`src/euler_rotation_matrix_defines.svh`:
```
// assertion macros shared by the rotation matrix block
`ifndef EULER_ROTATION_MATRIX_DEFINES_SVH
`define EULER_ROTATION_MATRIX_DEFINES_SVH

// same-cycle implication, checked outside reset
`define EUL_ASSERT_NOW(label, clk, rst_n, cond, prop, msg) \
    label: assert property (@(posedge clk) disable iff (!(rst_n)) (cond) |-> (prop)) \
        else $error(msg);

// next-cycle implication, checked outside reset
`define EUL_ASSERT_NEXT(label, clk, rst_n, cond, prop, msg) \
    label: assert property (@(posedge clk) disable iff (!(rst_n)) (cond) |=> (prop)) \
        else $error(msg);

`endif

```
`src/eul_pkg.sv`:
```
package eul_pkg;

    // number formats
    localparam int FRAC_BITS        = 14;
    localparam int ONE_FX           = 1 << FRAC_BITS;
    localparam int HALF_LSB         = 1 << (FRAC_BITS - 1);
    localparam int ANGLE_W          = 16;
    localparam int COEF_W           = 16;
    localparam int ACC_W            = 32;

    // angle constants
    localparam int DEGREES_PER_TURN = 360;
    localparam int HALF_TURN        = 180;
    localparam int QUARTER_TURN     = DEGREES_PER_TURN / 4;
    localparam int DEG_W            = 9;

    // modulo reduction: bias to a positive value, then multiply by a reciprocal
    localparam int RED_OFFSET       = 92 * DEGREES_PER_TURN;
    localparam int U_W              = ANGLE_W + 1;
    localparam int RECIP_SHIFT      = 25;
    localparam int RECIP            = ((1 << RECIP_SHIFT) + DEGREES_PER_TURN - 1)
                                      / DEGREES_PER_TURN;
    localparam int MUL_W            = 2 * U_W;
    localparam int Q_W              = 8;

    // pipeline depth
    localparam int STAGES           = 7;

    typedef logic signed [COEF_W-1:0] t_coef;
    typedef t_coef                    t_mat [3][3];

    // quarter-wave sine, entry d = round(sin(d deg) * 2^14)
    localparam int LUT_N  = QUARTER_TURN + 1;
    localparam int LUT_IW = 7;
    localparam logic [COEF_W-2:0] SIN_LUT [LUT_N] = '{
        15'd0,     15'd286,   15'd572,   15'd857,   15'd1143,
        15'd1428,  15'd1713,  15'd1997,  15'd2280,  15'd2563,
        15'd2845,  15'd3126,  15'd3406,  15'd3686,  15'd3964,
        15'd4240,  15'd4516,  15'd4790,  15'd5063,  15'd5334,
        15'd5604,  15'd5872,  15'd6138,  15'd6402,  15'd6664,
        15'd6924,  15'd7182,  15'd7438,  15'd7692,  15'd7943,
        15'd8192,  15'd8438,  15'd8682,  15'd8923,  15'd9162,
        15'd9397,  15'd9630,  15'd9860,  15'd10087, 15'd10311,
        15'd10531, 15'd10749, 15'd10963, 15'd11174, 15'd11381,
        15'd11585, 15'd11786, 15'd11982, 15'd12176, 15'd12365,
        15'd12551, 15'd12733, 15'd12911, 15'd13085, 15'd13255,
        15'd13421, 15'd13583, 15'd13741, 15'd13894, 15'd14044,
        15'd14189, 15'd14330, 15'd14466, 15'd14598, 15'd14726,
        15'd14849, 15'd14968, 15'd15082, 15'd15191, 15'd15296,
        15'd15396, 15'd15491, 15'd15582, 15'd15668, 15'd15749,
        15'd15826, 15'd15897, 15'd15964, 15'd16026, 15'd16083,
        15'd16135, 15'd16182, 15'd16225, 15'd16262, 15'd16294,
        15'd16322, 15'd16344, 15'd16362, 15'd16374, 15'd16382,
        15'd16384
    };

    // sine of a reduced angle 0..359 through quadrant folding
    function automatic t_coef sin_deg(input logic [DEG_W-1:0] r);
        logic [DEG_W-1:0]  k;
        logic              neg;
        logic [COEF_W-1:0] mag;
        priority if (r <= DEG_W'(QUARTER_TURN)) begin
            k   = r;
            neg = 1'b0;
        end else if (r <= DEG_W'(HALF_TURN)) begin
            k   = DEG_W'(HALF_TURN) - r;
            neg = 1'b0;
        end else if (r <= DEG_W'(HALF_TURN + QUARTER_TURN)) begin
            k   = r - DEG_W'(HALF_TURN);
            neg = 1'b1;
        end else begin
            k   = DEG_W'(DEGREES_PER_TURN) - r;
            neg = 1'b1;
        end
        mag = COEF_W'(SIN_LUT[k[LUT_IW-1:0]]);
        return t_coef'(neg ? -mag : mag);
    endfunction

    // round half up at the fraction point, then clamp to +-1.0
    function automatic t_coef round_clamp(input logic signed [ACC_W-1:0] s);
        logic signed [ACC_W-1:0] t;
        logic signed [ACC_W-1:0] q;
        t = s + ACC_W'(HALF_LSB);
        q = t >>> FRAC_BITS;
        if (q > ACC_W'(ONE_FX)) begin
            q = ACC_W'(ONE_FX);
        end else if (q < ACC_W'(-ONE_FX)) begin
            q = ACC_W'(-ONE_FX);
        end
        return COEF_W'(q);
    endfunction

endpackage

```
`src/eul_sincos.sv`:
```
module eul_sincos (
    input  logic                        i_clk,
    input  logic                        i_en,
    input  logic [eul_pkg::DEG_W-1:0]   i_deg,
    output eul_pkg::t_coef              o_sin,
    output eul_pkg::t_coef              o_cos
);

    logic [eul_pkg::DEG_W:0]   n_sum;
    logic [eul_pkg::DEG_W-1:0] n_cos_deg;
    eul_pkg::t_coef            r_sin;
    eul_pkg::t_coef            r_cos;

    // cosine is the sine a quarter turn ahead
    assign n_sum     = {1'b0, i_deg} + (eul_pkg::DEG_W + 1)'(eul_pkg::QUARTER_TURN);
    assign n_cos_deg = (n_sum >= (eul_pkg::DEG_W + 1)'(eul_pkg::DEGREES_PER_TURN))
                     ? eul_pkg::DEG_W'(n_sum - (eul_pkg::DEG_W + 1)'(eul_pkg::DEGREES_PER_TURN))
                     : n_sum[eul_pkg::DEG_W-1:0];

    // table lookups
    always_ff @(posedge i_clk) begin
        if (i_en) begin
            r_sin <= eul_pkg::sin_deg(i_deg);
            r_cos <= eul_pkg::sin_deg(n_cos_deg);
        end
    end

    assign o_sin = r_sin;
    assign o_cos = r_cos;

endmodule

```
`config.mk`:
```
export PLATFORM = sky130hd
export DESIGN_NAME = eul_sincos
export DESIGN_NICKNAME = d
export VERILOG_FILES = /design/src/euler_rotation_matrix_defines.svh /design/src/eul_pkg.sv /design/src/eul_sincos.sv
export SDC_FILE = /design/constraint.sdc
export NUM_CORES = 1
export LEC_CHECK = 0
export BUFFER_PORTS_ARGS = -buffer_cell sky130_fd_sc_hd__buf_2
export CORE_UTILIZATION = 30
export CTS_BUF_LIST = sky130_fd_sc_hd__clkbuf_8
export DETAILED_ROUTE_END_ITERATION = 7
export GPL_ROUTABILITY_DRIVEN = 1
export MAX_ROUTING_LAYER = met4
export PLACE_DENSITY_LB_ADDON = 0.15
export SYNTH_ARGS = -nofsm -noshare
export SYNTH_HDL_FRONTEND = slang
export SYNTH_SLANG_ARGS = --single-unit
```
`constraint.sdc`:
```
create_clock -name i_clk -period 6.94 [get_ports i_clk]
set_input_delay 1.041 -clock i_clk [delete_from_list [all_inputs] [get_ports i_clk]]
set_output_delay 1.041 -clock i_clk [all_outputs]
set_load 0.02 [all_outputs]
```
==> flow_summary.toml <==
[run_status]
outcome = "completed"

[route]
drc = 0
antenna_left = 0
drt_iter0_drc = 867
wl_um = 28600
num_vias = 8574
first_pass_iters = 5
wire_per_inst_um = 20.7
viasPerCell = 6.20

[setup_path]
crit_family = "compound AO/OA/AOI/OAI gates"
cp_max_fo = 6
cp-start-kind = "primary input"
worstSetupPathType = "in2reg"
cpPeakStageDelay_ns = 0.41
cp.arrival_ns = 6.54
endpoint_kind = "flop"
critPathBufInv = 5
required_ns = 6.95
cp_slowest_cell = "a2111o_1"

[global_route]
grt_pass1_wl_um = 45900
grt_max_degree = 37
overflow = 0
grt_pass1_vias = 7932
grt_use_total_pct = 22.7
antenna_found_initial = 0

[job]
maxCapViolations = 0

[synth]
synth-edff-count = 32
synth_top_family_by_area = "compound AO/OA/AOI/OAI gates"
synth_compound_area_share_pct = 40.1
ys_seq_area_share_pct = 12.8
synthAdderAreaFrac_pct = 5.95
syn_area_um2 = 7490
yosysUniqueCellTypes = 104
yosysWarnings = 0
syn_nets = 1071
synth_mux_area_share_pct = 4.70
syn_area_per_cell_um2 = 7.31
synth-main-ff-cell = "edfxtp_1"
postSynth.asyncResetShare_pct = 0
synth-seq-cells = 32
synthCells = 1025
synth-simple-area-share_pct = 23.3
synth-xor-area-share_pct = 4.76

[layout]
layout.nets = 1105
synthToLayoutAreaGrowth_pct = 11.5
postLayoutCellArea_um2 = 8350
layout-drive-gt1-share_pct = 18.5
antenna_cells = 0
stdcell_count = 1384

[pwr]
p_leak_uw = 0.00313
vdd_drop_max_mv = 0.185
pwr_density_cell_nw_per_um2 = 296

[placement]
gp_congestion = 0.950
io_buffers = 42
post-dp-hpwl_um = 21300
place_area_um2 = 8230
place_inst = 1376

[clocking]
cts.clk_slew.worst_paths_ns = 0.06
cts_buffer_depth = 2
cts.sinks = 32
cts_buffers = 5
htreeDepth = 2
cts_tree = "yes"
root_buffer = "clkbuf_8"

[floorplanning]
initial_core_util_pct = 30.7
rows = 57
die_width_um = 160
design.die.area_um2 = 25600
core-area_um2 = 24400
ioPinCount = 43
dieHeight_um = 160

[sta]
timing.hold.ws_ns = 1.35
fin_crit_sh_pct = 94.1
final-hold-violation-count = 0
fmax_mhz = 153
finalSetupViolations = 0
slew_violations = 0
fin_setup_tns_ns = 0
rsz0062_at_grt = "false"
post-route-min-period_ns = 6.53
worst_pin_slew_ns = 0.996
slew_headroom_pct = 33.2

[hold_path]
hold_path_class = "in2reg"
[layout make-up]
type                    count  area, µm²
fillers                  2657      16000
multi-input cells         869       5940
flip-flops and latches     32        961
repair buffers            123        831
well taps                 324        405
inverters                  28        108
clock buffers               5       68.8
clock inverters             3       38.8
[cells by family (layout without fill, tap and decap cells)]
family,count (synthesis),after routing
AO/OA/AOI/OAI,412,412
XOR/XNOR,39,39
adder cells (fa/ha/maj),35,35
buffers and inverters,124,159
flip-flops,32,32
multiplexers,26,26
AND/OR/NAND/NOR,357,357
[power by group]
part / leakage, µW / total, µW / switching (µW) / internal (µW)
registers: 0.000313 / 350 / 20.6 / 330
logic: 0.00276 / 1950 / 1250 / 701
clock network: 0.0000593 / 171 / 66.0 / 105
[final timing paths]
path | from | to | slack, ns | depth (start not counted)
hold / removal | i_en | o_cos[13]$_DFFE_PP_ | 1.35 | 1
setup / recovery | i_deg[3] | o_cos[14]$_DFFE_PP_ | 0.41 | 30
[placed cells by master, fill, tap and decap left out, drive strengths merged, types with 24 or more instances in the layout]
master / instances
buf: 123
nand2: 102
nor2: 100
a21oi: 88
o21ai: 63
nand3: 41
nor3: 40
ha: 34
edfxtp: 32
a211oi: 30
o211ai: 29
xnor2: 29
inv: 29
a31oi: 24
[layer usage]
metal,global-route usage [%],wire [µm]
met1,32.3,13300
met2,34.3,13000
met5,-,0
met4,5.45,486
met3,1.95,1840
[synthesized netlist by cell type, types with 24 or more instances]
| library cell | n | area [µm²] |
|---|---|---|
| a211oi_1 | 25 | 188 |
| a21oi_1 | 85 | 425 |
| buf_2 | 32 | 160 |
| clkbuf_1 | 34 | 128 |
| edfxtp_1 | 32 | 961 |
| ha_1 | 34 | 425 |
| inv_1 | 24 | 90.1 |
| nand2_1 | 102 | 383 |
| nand3_1 | 39 | 195 |
| nor2_1 | 99 | 372 |
| nor3_1 | 35 | 175 |
| o211ai_1 | 27 | 203 |
| o21ai_0 | 58 | 290 |
| xnor2_1 | 28 | 245 |
[stage by stage]
step	utilization, %	setup WS (ns)	total power [µW]
3_3_place_gp	33.7	0.0841	2290
3_5_place_dp	33.7	0.0393	2270
4_1_cts	34.2	0.348	2450
5_1_grt	34.2	0.0409	2660
2_1_floorplan	-	0.0933	1710
6_report	34.2	0.407	2470
[flip-flops by register name, summed over array words and instances, names as in the netlist]
signal and count:
o_cos 16, o_sin 16
[timing repair]
| item | 4_1_cts | 5_1_grt |
|---|---|---|
| hold buffers | 0 | 0 |
| gates resized for setup | 0 | 3 |
| buffers inserted | 0 | 0 |
| setup endpoints to repair | 0 | 6 |
No activity file was read; power rests on OpenSTA's default activity.
