<file path="config.mk">
export PLATFORM = sky130hd
export DESIGN_NAME = eul_angle_reduce
export DESIGN_NICKNAME = d
export VERILOG_FILES = /design/src/euler_rotation_matrix_defines.svh /design/src/eul_pkg.sv /design/src/eul_angle_reduce.sv
export SDC_FILE = /design/constraint.sdc
export NUM_CORES = 1
export LEC_CHECK = 0
export ABC_AREA = 1
export BUFFER_PORTS_ARGS = -buffer_cell sky130_fd_sc_hd__buf_2
export CAP_MARGIN = 20
export CORE_ASPECT_RATIO = 0.9
export CORE_MARGIN = 5
export CORE_UTILIZATION = 45
export DETAILED_ROUTE_END_ITERATION = 7
export PLACE_DENSITY = 0.61
export SLEW_MARGIN = 20
export SYNTH_ARGS = -nofsm -noshare
export SYNTH_HDL_FRONTEND = slang
export SYNTH_SLANG_ARGS = --single-unit
</file>
<file path="constraint.sdc">
create_clock -name i_clk -period 6.4 [get_ports i_clk]
set_input_delay 0.96 -clock i_clk [delete_from_list [all_inputs] [get_ports i_clk]]
set_output_delay 0.96 -clock i_clk [all_outputs]
set_load 0.05 [all_outputs]
</file>
<file path="src/euler_rotation_matrix_defines.svh">
// assertion macros shared by the rotation matrix block
`ifndef EULER_ROTATION_MATRIX_DEFINES_SVH
`define EULER_ROTATION_MATRIX_DEFINES_SVH

// same-cycle implication, checked outside reset
`define EUL_ASSERT_NOW(label, clk, rst_n, cond, prop, msg) \
    label: assert property (@(posedge clk) disable iff (!(rst_n)) (cond) |-> (prop)) \
        else $error(msg);

// next-cycle implication, checked outside reset
`define EUL_ASSERT_NEXT(label, clk, rst_n, cond, prop, msg) \
    label: assert property (@(posedge clk) disable iff (!(rst_n)) (cond) |=> (prop)) \
        else $error(msg);

`endif

</file>
<file path="src/eul_pkg.sv">
package eul_pkg;

    // number formats
    localparam int FRAC_BITS        = 14;
    localparam int ONE_FX           = 1 << FRAC_BITS;
    localparam int HALF_LSB         = 1 << (FRAC_BITS - 1);
    localparam int ANGLE_W          = 16;
    localparam int COEF_W           = 16;
    localparam int ACC_W            = 32;

    // angle constants
    localparam int DEGREES_PER_TURN = 360;
    localparam int HALF_TURN        = 180;
    localparam int QUARTER_TURN     = DEGREES_PER_TURN / 4;
    localparam int DEG_W            = 9;

    // modulo reduction: bias to a positive value, then multiply by a reciprocal
    localparam int RED_OFFSET       = 92 * DEGREES_PER_TURN;
    localparam int U_W              = ANGLE_W + 1;
    localparam int RECIP_SHIFT      = 25;
    localparam int RECIP            = ((1 << RECIP_SHIFT) + DEGREES_PER_TURN - 1)
                                      / DEGREES_PER_TURN;
    localparam int MUL_W            = 2 * U_W;
    localparam int Q_W              = 8;

    // pipeline depth
    localparam int STAGES           = 7;

    typedef logic signed [COEF_W-1:0] t_coef;
    typedef t_coef                    t_mat [3][3];

    // quarter-wave sine, entry d = round(sin(d deg) * 2^14)
    localparam int LUT_N  = QUARTER_TURN + 1;
    localparam int LUT_IW = 7;
    localparam logic [COEF_W-2:0] SIN_LUT [LUT_N] = '{
        15'd0,     15'd286,   15'd572,   15'd857,   15'd1143,
        15'd1428,  15'd1713,  15'd1997,  15'd2280,  15'd2563,
        15'd2845,  15'd3126,  15'd3406,  15'd3686,  15'd3964,
        15'd4240,  15'd4516,  15'd4790,  15'd5063,  15'd5334,
        15'd5604,  15'd5872,  15'd6138,  15'd6402,  15'd6664,
        15'd6924,  15'd7182,  15'd7438,  15'd7692,  15'd7943,
        15'd8192,  15'd8438,  15'd8682,  15'd8923,  15'd9162,
        15'd9397,  15'd9630,  15'd9860,  15'd10087, 15'd10311,
        15'd10531, 15'd10749, 15'd10963, 15'd11174, 15'd11381,
        15'd11585, 15'd11786, 15'd11982, 15'd12176, 15'd12365,
        15'd12551, 15'd12733, 15'd12911, 15'd13085, 15'd13255,
        15'd13421, 15'd13583, 15'd13741, 15'd13894, 15'd14044,
        15'd14189, 15'd14330, 15'd14466, 15'd14598, 15'd14726,
        15'd14849, 15'd14968, 15'd15082, 15'd15191, 15'd15296,
        15'd15396, 15'd15491, 15'd15582, 15'd15668, 15'd15749,
        15'd15826, 15'd15897, 15'd15964, 15'd16026, 15'd16083,
        15'd16135, 15'd16182, 15'd16225, 15'd16262, 15'd16294,
        15'd16322, 15'd16344, 15'd16362, 15'd16374, 15'd16382,
        15'd16384
    };

    // sine of a reduced angle 0..359 through quadrant folding
    function automatic t_coef sin_deg(input logic [DEG_W-1:0] r);
        logic [DEG_W-1:0]  k;
        logic              neg;
        logic [COEF_W-1:0] mag;
        priority if (r <= DEG_W'(QUARTER_TURN)) begin
            k   = r;
            neg = 1'b0;
        end else if (r <= DEG_W'(HALF_TURN)) begin
            k   = DEG_W'(HALF_TURN) - r;
            neg = 1'b0;
        end else if (r <= DEG_W'(HALF_TURN + QUARTER_TURN)) begin
            k   = r - DEG_W'(HALF_TURN);
            neg = 1'b1;
        end else begin
            k   = DEG_W'(DEGREES_PER_TURN) - r;
            neg = 1'b1;
        end
        mag = COEF_W'(SIN_LUT[k[LUT_IW-1:0]]);
        return t_coef'(neg ? -mag : mag);
    endfunction

    // round half up at the fraction point, then clamp to +-1.0
    function automatic t_coef round_clamp(input logic signed [ACC_W-1:0] s);
        logic signed [ACC_W-1:0] t;
        logic signed [ACC_W-1:0] q;
        t = s + ACC_W'(HALF_LSB);
        q = t >>> FRAC_BITS;
        if (q > ACC_W'(ONE_FX)) begin
            q = ACC_W'(ONE_FX);
        end else if (q < ACC_W'(-ONE_FX)) begin
            q = ACC_W'(-ONE_FX);
        end
        return COEF_W'(q);
    endfunction

endpackage

</file>
<file path="src/eul_angle_reduce.sv">
module eul_angle_reduce (
    input  logic                                i_clk,
    input  logic [1:0]                          i_en,
    input  logic signed [eul_pkg::ANGLE_W-1:0]  i_angle,
    output logic [eul_pkg::DEG_W-1:0]           o_deg
);

    logic [eul_pkg::U_W-1:0]   n_u;
    logic [eul_pkg::MUL_W-1:0] n_prod;
    logic [eul_pkg::U_W-1:0]   r_u;
    logic [eul_pkg::Q_W-1:0]   r_q;
    logic [eul_pkg::U_W-1:0]   n_q360;
    logic [eul_pkg::DEG_W-1:0] r_deg;

    // bias into a positive range that is a whole number of turns, then estimate quotient
    assign n_u    = {i_angle[eul_pkg::ANGLE_W-1], i_angle} + eul_pkg::U_W'(eul_pkg::RED_OFFSET);
    assign n_prod = eul_pkg::MUL_W'(n_u) * eul_pkg::MUL_W'(eul_pkg::RECIP);

    always_ff @(posedge i_clk) begin
        if (i_en[0]) begin
            r_u <= n_u;
            r_q <= n_prod[eul_pkg::RECIP_SHIFT +: eul_pkg::Q_W];
        end
    end

    // remainder from the exact quotient
    assign n_q360 = eul_pkg::U_W'(r_q) * eul_pkg::U_W'(eul_pkg::DEGREES_PER_TURN);

    always_ff @(posedge i_clk) begin
        if (i_en[1]) begin
            r_deg <= eul_pkg::DEG_W'(r_u - n_q360);
        end
    end

    assign o_deg = r_deg;

endmodule

</file>
==> impl_metrics.ini <==
[timing]
period_share_pct = 93.9
slew_violations = 0
fmax_mhz = 166
relSlewSlack_pct = 65.0
period_minus_slack_ns = 6.01
worst_slew_pin_slew_ns = 0.520
setup_viol = 0
rsz0062_at_grt = no
finalHoldViolations = 0
clock_skew_ns = 0.00475
finalSetupTns_ns = 0

[yosys]
yosysWarnings = 0
yosysUniqueCellTypes = 36
synth_area_per_cell_um2 = 8.06
yosysTopAreaCellShare_pct = 26.1
synthCells = 796
synth_top_family_by_area = adder cells
ys_ff_latch = 24
synth_xor_area_share_pct = 5.72
synth_area_mm2 = 0.00641
synth_compound_area_share_pct = 5.87
seq_area_frac_synth_pct = 11.2
yosys.area.top_type = ha_1
synth.area.mux_share_pct = 0
yosys.area_share.adder_pct = 48.0
synthTopCellsByArea = ha_1 26%, fa_1 22%, inv_1 14%
synth_simple_gate_area_share_pct = 14.5

[floorplan]
ios = 28
die_area_mm2 = 0.0167
start_util_pct = 45.8
core-area_mm2 = 0.0140
rows = 41
dieWidth_um = 136
die-height_um = 123

[finish]
area_delta_synth_final_pct = 9.58
drive_gt1_share_pct = 8.41
final_cell_mix = 246 x inv_1, 134 x ha_1, 125 x nand2_1, 70 x fa_1
final_common_cell = inv_1
multi_input_area_mm2 = 0.00477
final_nets = 1068
fillers = 1409
seq_area_um2 = 721
antenna_cells = 0

[global_routing]
grt_pass1_vias = 5042
grt_pass1_wl_um = 25600
antenna_found_initial = 0
gr-usage-all-layers_pct = 19.6
gr-total-overflow = 0
grt_max_degree = 16

[worst_setup_path]
path_buf_inv = 7
critical-path-slowest-cell = fa_1
r2r_cells = 10
worstSetupEndpointType = flip-flop
crit_start = i_angle[5]
r2r-start = r_q[2]$_DFFE_PP_
max_stage_delay_ns = 0.55
critical_path_class = primary input to flip-flop
reg2reg_to = o_deg[8]$_DFFE_PP_
worstPathArrival_ns = 6.03
cpLargestDelayFamily = adder cells
rrSetupSlack_ns = 3.63
worstPathMaxFanout = 4
crit_path_end = r_q[5]$_DFFE_PP_
critPathLaunchType = primary input
crit_top_cell = inv_1
path_depth = 22
cp_data_required_time_ns = 6.42
crit_chain = buf_2 -> inv_1 -> ha_1 -> inv_1 -> ha_1 -> inv_1 -> fa_1 -> fa_1 -> inv_1 -> fa_1 -> fa_1 -> inv_1 -> fa_1 -> inv_1 -> ha_1 -> a21o_1 -> o21ai_0 -> nand2_1 -> a21oi_1 -> nand2_1 -> nand3_1 -> nand2_1

[route]
via_per_inst = 4.73
wl_met1_um = 7790
num_vias = 4906
wl_met3_um = 677
routed_wl_um = 15100
antenna_left = 0
initialDrtViolationCount = 261
routed.top_layer = met4
wire_per_inst_um = 14.5
wl_met2_um = 6230
firstDrtPassIters = 4
drc = 0

[outcome]
outcome = complete, no violations

[clocking]
htree_num_levels = 1
path_clk_slew_ns = 0.06
cts_root_buffer = clkbuf_16
cts_buffers = 3
insertion_delay_ns = 0.26
cts_tree = built
clockBufferDepth = 2
clkSinkCount = 24

[placed_design]
gp_congestion = 0.928
io_buffers = 27
dp_hpwl_um = 13700

[worst_hold_path]
hold_path_class = flip-flop to flip-flop

[flow_run]
maxCapViolCount = 0
flip-flops by register name, indices dropped and copies added (netlist names):
signal	cells
r_q	6
r_u	9
o_deg	9
routing by layer:
metal	up-vias	track usage, %
met5	-	0
met2	89	29.8
met1	2261	29.3
met4	0	4.66
met3	23	3.13
li1	2533	-
worst reg2reg max path: stages, from the launching register on:
cell and delay [ns]:
edfxtp_1 0.41, ha_1 0.32, ha_1 0.27, inv_1 0.05, fa_1 0.54, inv_1 0.05, ha_1 0.27, inv_1 0.04
ha_1 0.29, a21oi_1 0.19, xor2_1 0.08
synthesized netlist by cell type:
master	count
fa_1	70
xnor2_4	1
o21ai_2	1
o21a_1	2
nor3_1	2
o211ai_1	2
nand2_4	1
or2_2	4
conb_1	1
a21oi_1	29
a31oi_1	2
o21ai_0	15
nand3_2	1
xor2_1	18
nand4_1	7
nand3b_1	1
nand2_1	125
nand2_2	5
xnor2_1	17
nor2_1	31
nor4_1	3
buf_4	1
a21boi_0	2
o22ai_1	1
nor2_2	3
ha_1	134
o21bai_1	4
nand3_1	30
edfxtp_1	24
inv_2	2
a21o_1	6
xor2_2	2
inv_1	246
nor3_2	1
o221ai_1	1
or2_0	1
how the worst min path moves through the flow:
stage	from	end	depth (start not counted)	slack, ns
2_1_floorplan	r_u[0]$_DFFE_PP_	o_deg[0]$_DFFE_PP_	0	0.40
3_3_place_gp	r_u[2]$_DFFE_PP_	o_deg[2]$_DFFE_PP_	0	0.40
3_5_place_dp	r_u[1]$_DFFE_PP_	o_deg[1]$_DFFE_PP_	0	0.41
4_1_cts	r_u[1]$_DFFE_PP_	o_deg[1]$_DFFE_PP_	0	0.42
5_1_grt	r_u[1]$_DFFE_PP_	o_deg[1]$_DFFE_PP_	0	0.42
6_report	r_u[2]$_DFFE_PP_	o_deg[2]$_DFFE_PP_	0	0.42
repair_timing:
item                       4_1_cts  5_1_grt
hold endpoints to repair         0        0
resized for setup                0        2
hold buffers                     0        0
setup buffers                    0        0
setup endpoints to repair        0        3
per-stage QoR:
| stage | hold WS (ns) | setup WS (ns) | instance area [µm²] | util, % | cells |
|---|---|---|---|---|---|
| final | 0.421 | 0.391 | 7030 | 50.2 | 1037 |
| after detailed placement | 0.407 | 0.0900 | 6910 | 49.4 | 1033 |
| after global routing | 0.425 | 0.0264 | 7030 | 50.2 | 1037 |
| after global placement | 0.401 | 0.0941 | 6910 | 49.4 | 1033 |
| after CTS | 0.422 | 0.356 | 7020 | 50.1 | 1037 |
| after floorplan | 0.400 | 0.521 | 6420 | - | 797 |
layout make-up:
cell class,instances,area share [%]
Sequential cell,24,10.3
Clock buffer,3,1.07
Tap cell,193,3.44
Clock inverter,1,0.427
Multi-Input combinational cell,524,67.8
Timing Repair Buffer,44,3.74
Inverter,248,13.2
cell families (layout without fill, tap and decap cells):
logic type | Yosys count | count (layout)
DFF | 24 | 24
buffers and inverters | 249 | 296
AOI/OAI and AO/OA | 65 | 65
xor gates and xnor gates | 38 | 38
adders and majority gates | 204 | 204
and+or+nand+nor | 215 | 215
other | 1 | 2
Power is not shown: default switching activity piles up to over one toggle a cycle in this logic, so the estimate is an artifact.
