--- src/euler_rotation_matrix_defines.svh ---
// assertion macros shared by the rotation matrix block
`ifndef EULER_ROTATION_MATRIX_DEFINES_SVH
`define EULER_ROTATION_MATRIX_DEFINES_SVH

// same-cycle implication, checked outside reset
`define EUL_ASSERT_NOW(label, clk, rst_n, cond, prop, msg) \
    label: assert property (@(posedge clk) disable iff (!(rst_n)) (cond) |-> (prop)) \
        else $error(msg);

// next-cycle implication, checked outside reset
`define EUL_ASSERT_NEXT(label, clk, rst_n, cond, prop, msg) \
    label: assert property (@(posedge clk) disable iff (!(rst_n)) (cond) |=> (prop)) \
        else $error(msg);

`endif

--- src/eul_pkg.sv ---
package eul_pkg;

    // number formats
    localparam int FRAC_BITS        = 14;
    localparam int ONE_FX           = 1 << FRAC_BITS;
    localparam int HALF_LSB         = 1 << (FRAC_BITS - 1);
    localparam int ANGLE_W          = 16;
    localparam int COEF_W           = 16;
    localparam int ACC_W            = 32;

    // angle constants
    localparam int DEGREES_PER_TURN = 360;
    localparam int HALF_TURN        = 180;
    localparam int QUARTER_TURN     = DEGREES_PER_TURN / 4;
    localparam int DEG_W            = 9;

    // modulo reduction: bias to a positive value, then multiply by a reciprocal
    localparam int RED_OFFSET       = 92 * DEGREES_PER_TURN;
    localparam int U_W              = ANGLE_W + 1;
    localparam int RECIP_SHIFT      = 25;
    localparam int RECIP            = ((1 << RECIP_SHIFT) + DEGREES_PER_TURN - 1)
                                      / DEGREES_PER_TURN;
    localparam int MUL_W            = 2 * U_W;
    localparam int Q_W              = 8;

    // pipeline depth
    localparam int STAGES           = 7;

    typedef logic signed [COEF_W-1:0] t_coef;
    typedef t_coef                    t_mat [3][3];

    // quarter-wave sine, entry d = round(sin(d deg) * 2^14)
    localparam int LUT_N  = QUARTER_TURN + 1;
    localparam int LUT_IW = 7;
    localparam logic [COEF_W-2:0] SIN_LUT [LUT_N] = '{
        15'd0,     15'd286,   15'd572,   15'd857,   15'd1143,
        15'd1428,  15'd1713,  15'd1997,  15'd2280,  15'd2563,
        15'd2845,  15'd3126,  15'd3406,  15'd3686,  15'd3964,
        15'd4240,  15'd4516,  15'd4790,  15'd5063,  15'd5334,
        15'd5604,  15'd5872,  15'd6138,  15'd6402,  15'd6664,
        15'd6924,  15'd7182,  15'd7438,  15'd7692,  15'd7943,
        15'd8192,  15'd8438,  15'd8682,  15'd8923,  15'd9162,
        15'd9397,  15'd9630,  15'd9860,  15'd10087, 15'd10311,
        15'd10531, 15'd10749, 15'd10963, 15'd11174, 15'd11381,
        15'd11585, 15'd11786, 15'd11982, 15'd12176, 15'd12365,
        15'd12551, 15'd12733, 15'd12911, 15'd13085, 15'd13255,
        15'd13421, 15'd13583, 15'd13741, 15'd13894, 15'd14044,
        15'd14189, 15'd14330, 15'd14466, 15'd14598, 15'd14726,
        15'd14849, 15'd14968, 15'd15082, 15'd15191, 15'd15296,
        15'd15396, 15'd15491, 15'd15582, 15'd15668, 15'd15749,
        15'd15826, 15'd15897, 15'd15964, 15'd16026, 15'd16083,
        15'd16135, 15'd16182, 15'd16225, 15'd16262, 15'd16294,
        15'd16322, 15'd16344, 15'd16362, 15'd16374, 15'd16382,
        15'd16384
    };

    // sine of a reduced angle 0..359 through quadrant folding
    function automatic t_coef sin_deg(input logic [DEG_W-1:0] r);
        logic [DEG_W-1:0]  k;
        logic              neg;
        logic [COEF_W-1:0] mag;
        priority if (r <= DEG_W'(QUARTER_TURN)) begin
            k   = r;
            neg = 1'b0;
        end else if (r <= DEG_W'(HALF_TURN)) begin
            k   = DEG_W'(HALF_TURN) - r;
            neg = 1'b0;
        end else if (r <= DEG_W'(HALF_TURN + QUARTER_TURN)) begin
            k   = r - DEG_W'(HALF_TURN);
            neg = 1'b1;
        end else begin
            k   = DEG_W'(DEGREES_PER_TURN) - r;
            neg = 1'b1;
        end
        mag = COEF_W'(SIN_LUT[k[LUT_IW-1:0]]);
        return t_coef'(neg ? -mag : mag);
    endfunction

    // round half up at the fraction point, then clamp to +-1.0
    function automatic t_coef round_clamp(input logic signed [ACC_W-1:0] s);
        logic signed [ACC_W-1:0] t;
        logic signed [ACC_W-1:0] q;
        t = s + ACC_W'(HALF_LSB);
        q = t >>> FRAC_BITS;
        if (q > ACC_W'(ONE_FX)) begin
            q = ACC_W'(ONE_FX);
        end else if (q < ACC_W'(-ONE_FX)) begin
            q = ACC_W'(-ONE_FX);
        end
        return COEF_W'(q);
    endfunction

endpackage

--- src/eul_mat_inner.sv ---
module eul_mat_inner (
    input  logic            i_clk,
    input  logic [1:0]      i_en,
    input  eul_pkg::t_coef  i_sx,
    input  eul_pkg::t_coef  i_cx,
    input  eul_pkg::t_coef  i_sy,
    input  eul_pkg::t_coef  i_cy,
    input  eul_pkg::t_coef  i_sz,
    input  eul_pkg::t_coef  i_cz,
    output eul_pkg::t_coef  o_sx,
    output eul_pkg::t_coef  o_cx,
    output eul_pkg::t_mat   o_t
);

    logic signed [eul_pkg::ACC_W-1:0] r_pcc;
    logic signed [eul_pkg::ACC_W-1:0] r_pcs;
    logic signed [eul_pkg::ACC_W-1:0] r_psc;
    logic signed [eul_pkg::ACC_W-1:0] r_pss;
    eul_pkg::t_coef                   r_sy;
    eul_pkg::t_coef                   r_cy;
    eul_pkg::t_coef                   r_sz;
    eul_pkg::t_coef                   r_cz;
    eul_pkg::t_coef                   r_sx1;
    eul_pkg::t_coef                   r_cx1;
    eul_pkg::t_coef                   r_sx2;
    eul_pkg::t_coef                   r_cx2;
    eul_pkg::t_mat                    n_t;
    eul_pkg::t_mat                    r_t;

    // products of the y and z factors
    always_ff @(posedge i_clk) begin
        if (i_en[0]) begin
            r_pcc <= eul_pkg::ACC_W'(i_cy) * eul_pkg::ACC_W'(i_cz);
            r_pcs <= eul_pkg::ACC_W'(i_cy) * eul_pkg::ACC_W'(i_sz);
            r_psc <= eul_pkg::ACC_W'(i_sy) * eul_pkg::ACC_W'(i_cz);
            r_pss <= eul_pkg::ACC_W'(i_sy) * eul_pkg::ACC_W'(i_sz);
            r_sy  <= i_sy;
            r_cy  <= i_cy;
            r_sz  <= i_sz;
            r_cz  <= i_cz;
            r_sx1 <= i_sx;
            r_cx1 <= i_cx;
        end
    end

    // entries of Ry * Rz; unit and zero terms fall out exactly
    always_comb begin
        n_t[0][0] = eul_pkg::round_clamp(r_pcc);
        n_t[0][1] = eul_pkg::round_clamp(-r_pcs);
        n_t[0][2] = r_sy;
        n_t[1][0] = r_sz;
        n_t[1][1] = r_cz;
        n_t[1][2] = '0;
        n_t[2][0] = eul_pkg::round_clamp(-r_psc);
        n_t[2][1] = eul_pkg::round_clamp(r_pss);
        n_t[2][2] = r_cy;
    end

    always_ff @(posedge i_clk) begin
        if (i_en[1]) begin
            r_t   <= n_t;
            r_sx2 <= r_sx1;
            r_cx2 <= r_cx1;
        end
    end

    assign o_t  = r_t;
    assign o_sx = r_sx2;
    assign o_cx = r_cx2;

endmodule

--- config.mk ---
export PLATFORM = sky130hd
export DESIGN_NAME = eul_mat_inner
export DESIGN_NICKNAME = d
export VERILOG_FILES = /design/src/euler_rotation_matrix_defines.svh /design/src/eul_pkg.sv /design/src/eul_mat_inner.sv
export SDC_FILE = /design/constraint.sdc
export NUM_CORES = 2
export LEC_CHECK = 0
export BUFFER_PORTS_ARGS = -buffer_cell sky130_fd_sc_hd__buf_2
export CORE_AREA = 2 2 357 359
export CTS_BUF_LIST = sky130_fd_sc_hd__clkbuf_8
export DETAILED_ROUTE_END_ITERATION = 8
export DIE_AREA = 0 0 359 361
export PLACE_DENSITY = 0.69
export SLEW_MARGIN = 20
export SYNTH_ARGS = -nofsm -noshare
export SYNTH_HDL_FRONTEND = slang
export SYNTH_SLANG_ARGS = --single-unit
--- constraint.sdc ---
create_clock -name i_clk -period 6.9 [get_ports i_clk]
set_input_delay 0.69 -clock i_clk [delete_from_list [all_inputs] [get_ports i_clk]]
set_output_delay 0.69 -clock i_clk [all_outputs]
set_load 0.01 [all_outputs]
==> impl_metrics.env <==
export IMPL_outcome="finished, final reports clean"
export IMPL_max_freq_mhz=161
export IMPL_multi_input_area_um2=35300
export IMPL_hp_class="in2reg"
export IMPL_rows=130
export IMPL_synthCells=4909
export IMPL_synth_distinct_cells=71
export IMPL_grt_first_pass_wirelength_um=196000
export IMPL_synth_fa_ha_area_frac=0.489
export IMPL_via_per_inst=4.90
export IMPL_wl_um=117000
export IMPL_stdcell_count=6977
export IMPL_core_um2=125000
export IMPL_synth_seq_cells=358
export IMPL_synth_mux_area_frac=0.00144
export IMPL_synth_edf_count=358
export IMPL_cp_start_kind="primary input"
export IMPL_yosys_top_cells_count="inv_1 (1154), fa_1 (1046), nand2_1 (534)"
export IMPL_endpoint_kind="flip-flop"
export IMPL_remaining_drc_errors=0
export IMPL_routedWlPerCell_um=16.7
export IMPL_final_nets=6734
export IMPL_io_buffers=258
export IMPL_ant_nets=0
export IMPL_yosys_most_used_dff="edfxtp_1"
export IMPL_dpl_cell_count=6833
export IMPL_fin_crit_ns=6.20
export IMPL_crit_arrival_ns=6.73
export IMPL_yosysTopAreaCellShare=0.409
export IMPL_grt_remaining_overflow=0
export IMPL_hpwl_um=94900
export IMPL_synth_area_per_cell_um2=10.4
export IMPL_synth_top_family_by_area="adder cells"
export IMPL_ys_top_cells_by_area="fa_1 (41%), edfxtp_1 (21%), inv_1 (8.5%)"
export IMPL_clock_skew_ns=0.0485
export IMPL_finalSetupViolCount=0
export IMPL_gp_congestion=0.867
export IMPL_cts_buffers=74
export IMPL_slew_viol_final=0
export IMPL_clk_pin_slew_ns=0.06
export IMPL_grt_max_degree=111
export IMPL_drt_iter0_drc=1786
export IMPL_vias=34200
export IMPL_seqCellArea_um2=10800
export IMPL_htree_levels=3
export IMPL_ios=275
export IMPL_synth_largest_area_cell="fa_1"
export IMPL_fillers=11600
export IMPL_die_x_um=359
export IMPL_start_util=0.408
export IMPL_cts_tree="done"
export IMPL_critPathRequiredTime_ns=7.43
export IMPL_antenna_found_initial=5
export IMPL_synthXorXnorAreaFrac=0.0291
export IMPL_async_reset_ff_frac=0
export IMPL_die_area_um2=130000
export IMPL_cap_viol_max_count=0
export IMPL_root_buffer="clkbuf_8"
export IMPL_worstMarginPinSlew_ns=0.970
export IMPL_grt_usage=0.190
export IMPL_seq_area_frac_synth=0.210
export IMPL_fp_dieH_um=361
export IMPL_crit_path_max_fanout=19
export IMPL_slew_headroom=0.353
export IMPL_yosysWarnings=0
export IMPL_synth_most_common_cell="inv_1"
export IMPL_grt_setup_unrepaired="false"
export IMPL_worstSetupPathType="in2reg"
export IMPL_grt_pass1_vias=37600
export IMPL_ff2ff_setup_slack_ns=3.08
export IMPL_synth_compound_area_frac=0.0335
export IMPL_fin_crit_sh=0.899
export IMPL_synthSimpleGateAreaFrac=0.135
export IMPL_syn2layout_area_growth_pct=12.3
export IMPL_dr_pass1_iters=5
export IMPL_clock_sinks=358
export IMPL_clk_latency_ns=0.78
export IMPL_syn_area_um2=51100
export IMPL_cts_buffer_depth=3
export IMPL_finalHoldViolations=0
export IMPL_drive_above_1_share=0.116
[flip-flops by register name (all words and copies together), names as in the netlist]
register and count:
r_sx1 16, r_sy 16, o_cx 16, r_pcc 19
o_t 128, r_cy 16, r_pss 19, r_cx1 16
r_sz 16, r_psc 32, o_sx 16, r_pcs 32
r_cz 16
[final timing paths]
path | depth (start not counted) | to | from
worst min register to register | 0 | o_t[94] | r_sz[14]
worst min-delay path | 1 | r_cx1[4] | i_cx[4]
worst max register to register | 10 | o_t[37] | r_psc[7]
worst max-delay path | 23 | r_psc[30] | i_sy[9]
[metal layers]
metal,part of all wire,track usage
met4,0.020,0.0485
met2,0.50,0.327
met3,0.069,0.0415
met5,0.00022,0
met1,0.41,0.241
[what timing repair did]
action,in CTS,in global routing
endpoints found under the hold margin,6,0
resized for setup,0,0
hold buffers,6,0
buffers inserted,0,0
[area by class of cell]
class / count / share of cell area
Antenna cell: 3 / 0.000131
Clock buffer: 75 / 0.0180
Clock inverter: 60 / 0.0119
Inverter: 1154 / 0.0754
Multi-Input combinational cell: 3196 / 0.614
Sequential cell: 358 / 0.187
Tap cell: 1650 / 0.0359
Timing Repair Buffer: 481 / 0.0577
[through the flow]
stage                     setup TNS (ns)   util  worst slack, ns  hold slack [ns]  instance area [um2]
after CTS                              0  0.458            0.818        0.0000944                57400
after global routing                   0  0.458            0.410           0.0411                57400
after global placement           -0.0218  0.444          -0.0218            0.400                55600
final                                  0  0.458            0.698            0.101                57400
after detailed placement         -0.0773  0.444          -0.0717            0.405                55600
after floorplan                        0      -            0.331            0.400                51200
[cells by family (layout without fill, tap and decap cells)]
kind of cell	count (synthesis)	count (layout)
other	1	19
and+or+nand+nor	1381	1381
xor gates and xnor gates	170	170
buffers and inverters	1370	1770
AOI/OAI and AO/OA	252	252
muxes	7	7
adders and majority gates	1370	1370
DFF	358	358
[worst max-delay path, cell delays in order]
cell	delay [ns]
buf_2	0.34
buf_4	0.34
and2_1	0.20
fa_1	0.42
inv_1	0.09
fa_1	0.45
fa_1	0.53
inv_1	0.07
fa_1	0.49
fa_1	0.49
inv_1	0.05
fa_1	0.47
inv_1	0.04
ha_1	0.29
a21o_1	0.17
a21oi_1	0.25
nand4_1	0.20
a31oi_1	0.22
buf_4	0.15
o21ai_0	0.12
a21o_1	0.25
a211oi_1	0.30
xnor2_1	0.12
[placed cells by master (no fill, tap or decap), drive strengths merged, types with 6 or more instances in the layout]
cell type,instances
buf,474
fa,1046
a21oi,63
o21a,14
a31o,6
nand4,24
a21o,38
a41oi,7
ha,324
nor2,161
xor2,51
and3,17
nand2b,33
inv,1167
and2,483
xnor2,119
a31oi,9
or3,11
dlygate4sd3,6
edfxtp,358
a2111oi,6
a211oi,17
o21ai,45
nor2b,15
nand2,534
nand3,25
clkinv,27
nor4,18
o21bai,11
clkbuf,76
clkinvlp,6
nor3,42
bufinv,14
conb,16
Power is left out: the tool's default activity adds up to more than one toggle a clock period on the data nets, which glitch-free logic cannot reach.
